--- src/rtl/fdcf_pkg.sv ---
// ----------------------------------------------------------------------------
// fdcf_pkg
// shared types, widths and constants of the fractional delay line with
// cubic interpolation and feedback
// ----------------------------------------------------------------------------
package fdcf_pkg;

  localparam int DEPTH      = 4096;
  localparam int ADDR_W     = $clog2(DEPTH);
  localparam int SAMPLE_W   = 24;
  localparam int DELAY_W    = 24;
  localparam int GAIN_W     = 16;
  localparam int FRAC_W     = 12;
  localparam int CFG_IDX_W  = 2;
  localparam int CFG_DATA_W = 24;

  localparam int MUL_W  = 32;
  localparam int PROD_W = 2 * MUL_W;
  localparam int ACC_W  = 52;
  localparam int SUM_W  = 30;
  localparam int POLY_W = 30;
  localparam int NREG_W = 30;
  localparam int WGT_W  = 27;
  localparam int F2_W   = 2 * FRAC_W;

  localparam logic [CFG_IDX_W-1:0] REG_DELAY = CFG_IDX_W'(0);
  localparam logic [CFG_IDX_W-1:0] REG_GAIN  = CFG_IDX_W'(1);

  localparam logic [DELAY_W-1:0] DELAY_RESET = DELAY_W'(8388608);

  localparam int FB_SHIFT   = 15;
  localparam int DIV_SHIFT  = 13;
  localparam int RCP_SHIFT  = 31;
  localparam int OUT_SHIFT  = 24;

  // weight polynomial constants in units of 2^-24
  localparam logic signed [POLY_W-1:0] C_ONE = POLY_W'(1 << 24);
  localparam logic signed [POLY_W-1:0] C_TWO = POLY_W'(2 << 24);
  localparam logic signed [POLY_W-1:0] C_THR = POLY_W'(3 << 24);
  localparam logic signed [POLY_W-1:0] C_SIX = POLY_W'(6 << 24);

  // round to nearest over 6*2^12, split as /2^13 then /3 on an offset value
  localparam logic signed [PROD_W-1:0] DIV_OFS =
    PROD_W'(12288) + (PROD_W'(3) << 40);
  localparam logic signed [MUL_W-1:0] RECIP_THIRD = MUL_W'(32'h2AAA_AAAB);
  localparam logic signed [MUL_W-2:0] Q_OFS = (MUL_W-1)'(1 << 27);

  localparam logic signed [SUM_W-1:0] SAT_HI = SUM_W'((1 << (SAMPLE_W - 1)) - 1);
  localparam logic signed [SUM_W-1:0] SAT_LO = SUM_W'(-(1 << (SAMPLE_W - 1)));

  typedef struct packed {
    logic prod_en;
    logic acc_clr;
    logic acc_add;
  } mac_ctrl_t;

  typedef enum logic [10:0] {
    ST_IDLE = 11'b000_0000_0001,
    ST_FBK  = 11'b000_0000_0010,
    ST_WRT  = 11'b000_0000_0100,
    ST_SQR  = 11'b000_0000_1000,
    ST_POLY = 11'b000_0001_0000,
    ST_NUM  = 11'b000_0010_0000,
    ST_SCL  = 11'b000_0100_0000,
    ST_DIV  = 11'b000_1000_0000,
    ST_WGT  = 11'b001_0000_0000,
    ST_MAC  = 11'b010_0000_0000,
    ST_RES  = 11'b100_0000_0000
  } state_t;

  function automatic logic signed [SAMPLE_W-1:0] sat_sample(
    input logic signed [SUM_W-1:0] v
  );
    logic signed [SAMPLE_W-1:0] r;
    priority if (v > SAT_HI) begin
      r = SAMPLE_W'(SAT_HI);
    end else if (v < SAT_LO) begin
      r = SAMPLE_W'(SAT_LO);
    end else begin
      r = SAMPLE_W'(v);
    end
    return r;
  endfunction

endpackage

--- src/rtl/fdcf_mac.sv ---
// ----------------------------------------------------------------------------
// fdcf_mac
// shared signed multiplier with registered product and accumulator
// ----------------------------------------------------------------------------
module fdcf_mac (
  input  logic                                  clk,
  input  fdcf_pkg::mac_ctrl_t                   ctrl,
  input  logic signed [fdcf_pkg::MUL_W-1:0]     mul_a,
  input  logic signed [fdcf_pkg::MUL_W-1:0]     mul_b,
  output logic signed [fdcf_pkg::PROD_W-1:0]    prod,
  output logic signed [fdcf_pkg::ACC_W-1:0]     acc
);

  always_ff @(posedge clk) begin
    if (ctrl.prod_en) begin
      prod <= mul_a * mul_b;
    end
    if (ctrl.acc_clr) begin
      acc <= '0;
    end else if (ctrl.acc_add) begin
      acc <= acc + fdcf_pkg::ACC_W'(prod);
    end
  end

endmodule

--- config.mk ---
export PLATFORM = sky130hd
export DESIGN_NAME = fdcf_mac
export DESIGN_NICKNAME = d
export VERILOG_FILES = /design/src/rtl/fdcf_pkg.sv /design/src/rtl/fdcf_mac.sv
export SDC_FILE = /design/constraint.sdc
export NUM_CORES = 2
export LEC_CHECK = 0
export BUFFER_PORTS_ARGS = -buffer_cell sky130_fd_sc_hd__buf_2
export CAP_MARGIN = 20
export CORE_UTILIZATION = 59
export CTS_CLUSTER_DIAMETER = 50
export DETAILED_ROUTE_END_ITERATION = 12
export GPL_ROUTABILITY_DRIVEN = 0
export PLACE_DENSITY = 0.83
export SYNTH_ARGS = -nofsm -noshare
export SYNTH_HDL_FRONTEND = slang
export SYNTH_SLANG_ARGS = --single-unit
--- constraint.sdc ---
create_clock -name clk -period 8.5 [get_ports clk]
set_clock_uncertainty 0.15 [all_clocks]
set_input_delay 1.7 -clock clk [delete_from_list [all_inputs] [get_ports clk]]
set_output_delay 1.7 -clock clk [all_outputs]
set_load 0.005 [all_outputs]
==> metrics.cfg <==
[status]
status=finished with violations
violations=setup timing

[timing]
rsz0062_at_grt=true
period_share=1.07
relSlewSlack=0.316
hold_viol=0
setup_slack_ps=-615
hold_ws_ps=340
setup-violations-final=34
min_period_ps=9110
fmax_mhz=110
max_slew.worst_pin.slew_ps=1030
maxSlewViolCount=0

[cts]
cts_tree=done
cts_sinks=116
clk_path_buf_depth=2
cts_root_buffer=clkbuf_16
path_clk_slew_ps=60
cts_made_buffers=17
cts-hold-fix-buffers=0
clk_latency_ps=440
htreeDepth=4

[yosys]
syn_inst=4364
async_flop_share=0
yosys.cell_count.top_type=fa_1
synth_cell_types=70
ys_ff_latch=116
synth-edff-count=64
ys.flop_type=edfxtp_1
synth_top_area_cell=fa_1
syn_avg_cell_area_sq_um=9.63
ys_warn_count=0
synthTopCellsByArea=fa_1, inv_1, and2_1, ha_1, nand2_1
netlist_area_sq_mm=0.0420
synth_commonest_cells=fa_1, inv_1, nand2_1
synth_top_area_share=0.516
synth_nets=5750
synth.yosys.seq_area_share=0.0705

[placed_design]
place_area_sq_mm=0.0464
place_ws_ps=-1140
numPlacedInstances=5656
dp_hpwl_mm=98.2
io_buffers=183

[floorplanning]
initial_core_util=0.598
fp-row-count=97
core-area_sq_mm=0.0703
die_area_sq_mm=0.0723
die_w_microns=269
die_y_microns=269
num_io_pins=184

[worst_setup_path]
arrival_ps=9150
cp.required_ps=8540
cp_top_family=adder cells
crit_fanout=8
r2r_cells=14
crit_path_frequent_cell=fa_1
crit_path_top_delay_cell=fa_1
critical_path_buf_inv_count=5
worstSetupPathType=primary input to flop
critical-path-max-stage-delay_ps=730
reg2reg_slack_ps=4660
crit_path_end_kind=flop
startpoint_type=primary input
r2r_start=prod[0]$_DFFE_PP_
reg2reg_to=acc[50]$_SDFFE_PP0P_

[detailed_routing]
vias=34654
totalWireLength_mm=132
post_drt_wl_per_cell_microns=22.7
drt_iter0_drc=3140
drt_first_pass_iters=8
viasPerCell=5.98
ant_nets=0
drcViolationCount=0

[global_routing]
grt_pass1_vias=37762
grt_max_degree=65
track_usage=0.358
grt_pass1_wl_mm=195
gr-total-overflow=0
antenna_found_initial=3

[cells_and_area]
drive_above_1_share=0.200
final_cells=5794
final_nets=6224
fin_area_sq_mm=0.0499
area_growth_pct=18.8

[worst_hold_path]
holdPathStages=2
worstHoldStart=acc[4]$_SDFFE_PP0P_
hold_path.class=flop to flop
holdPathEnd=acc[4]$_SDFFE_PP0P_

[run]
drv_cap=0

cells by family after synthesis:
family | synth area share
AOI/OAI and AO/OA | 0.0544
DFF | 0.0705
adders and majority gates | 0.586
and+or+nand+nor | 0.151
muxes | 0.00905
buffers and inverters | 0.104
xor gates and xnor gates | 0.0254
metrics by stage:
| step | setup TNS (ps) | utilization |
|---|---|---|
| finish | -9220 | 0.710 |
| CTS | -1470 | 0.693 |
| detailed placement | -26250 | 0.661 |
| global placement | -20650 | 0.661 |
| global route | -15820 | 0.710 |
| floorplan | -892 | - |
sequential cells by signal, summed over array words and instances, names as in the netlist:
| register | flops |
|---|---|
| prod | 64 |
| acc | 52 |
per-layer routing:
| layer | vias to the layer above | GRT usage | wire (microns) |
|---|---|---|---|
| li1 | 13842 | - | - |
| met1 | 17315 | 0.375 | 39700 |
| met2 | 2432 | 0.611 | 64400 |
| met3 | 1063 | 0.0714 | 12100 |
| met4 | 2 | 0.321 | 15500 |
| met5 | - | 0 | 34 |
repair_timing:
item | CTS | global route
resized for setup | 300 | 209
cloned | 4 | 4
setup endpoints to repair | 31 | 34
pin swaps | 160 | 147
setup buffers | 58 | 47
worst max path at each step:
stage | from | endpoint | slack, ps | depth (start not counted)
2_1_floorplan | mul_a[31] | prod[62]$_DFFE_PP_ | -200 | 22
3_3_place_gp | mul_b[9] | prod[62]$_DFFE_PP_ | -950 | 26
3_5_place_dp | mul_b[3] | prod[62]$_DFFE_PP_ | -1140 | 24
4_1_cts | mul_a[12] | prod[62]$_DFFE_PP_ | -340 | 27
5_1_grt | mul_b[6] | prod[62]$_DFFE_PP_ | -820 | 26
6_report | mul_b[6] | prod[62]$_DFFE_PP_ | -610 | 26
layout make-up:
type | count | area [sq um]
multi-input cells | 3084 | 35800
well taps | 940 | 1180
flip-flops and latches | 116 | 2960
fillers | 4462 | 20400
diodes | 3 | 7.51
clock buffers | 17 | 425
clock inverters | 15 | 171
repair buffers | 667 | 5750
inverters | 952 | 3590
worst register-to-register path, stage by stage, from the launching register on:
cell and delay, ps:
edfxtp_1 440, ha_1 270, inv_1 80, fa_1 230, nor2b_1 80, o31ai_1 500
a211o_1 270, a211oi_2 150, o2111ai_2 270, nand3_1 160, a21o_1 210, a311o_2 440
a41oi_2 220, xor2_1 170, o21ai_1 70
cell usage in the layout (no fill, tap or decap), types with 61 or more instances in the layout:
master	count
ha_1	207
nor2_1	105
buf_2	122
a21oi_1	69
buf_6	78
edfxtp_1	64
and2_1	486
buf_4	405
a21o_1	77
nand2_1	527
xnor2_1	79
fa_1	1022
fa_2	61
inv_1	917
Power is not shown: default switching activity piles up to over one toggle a cycle in this logic, so the estimate is an artifact.
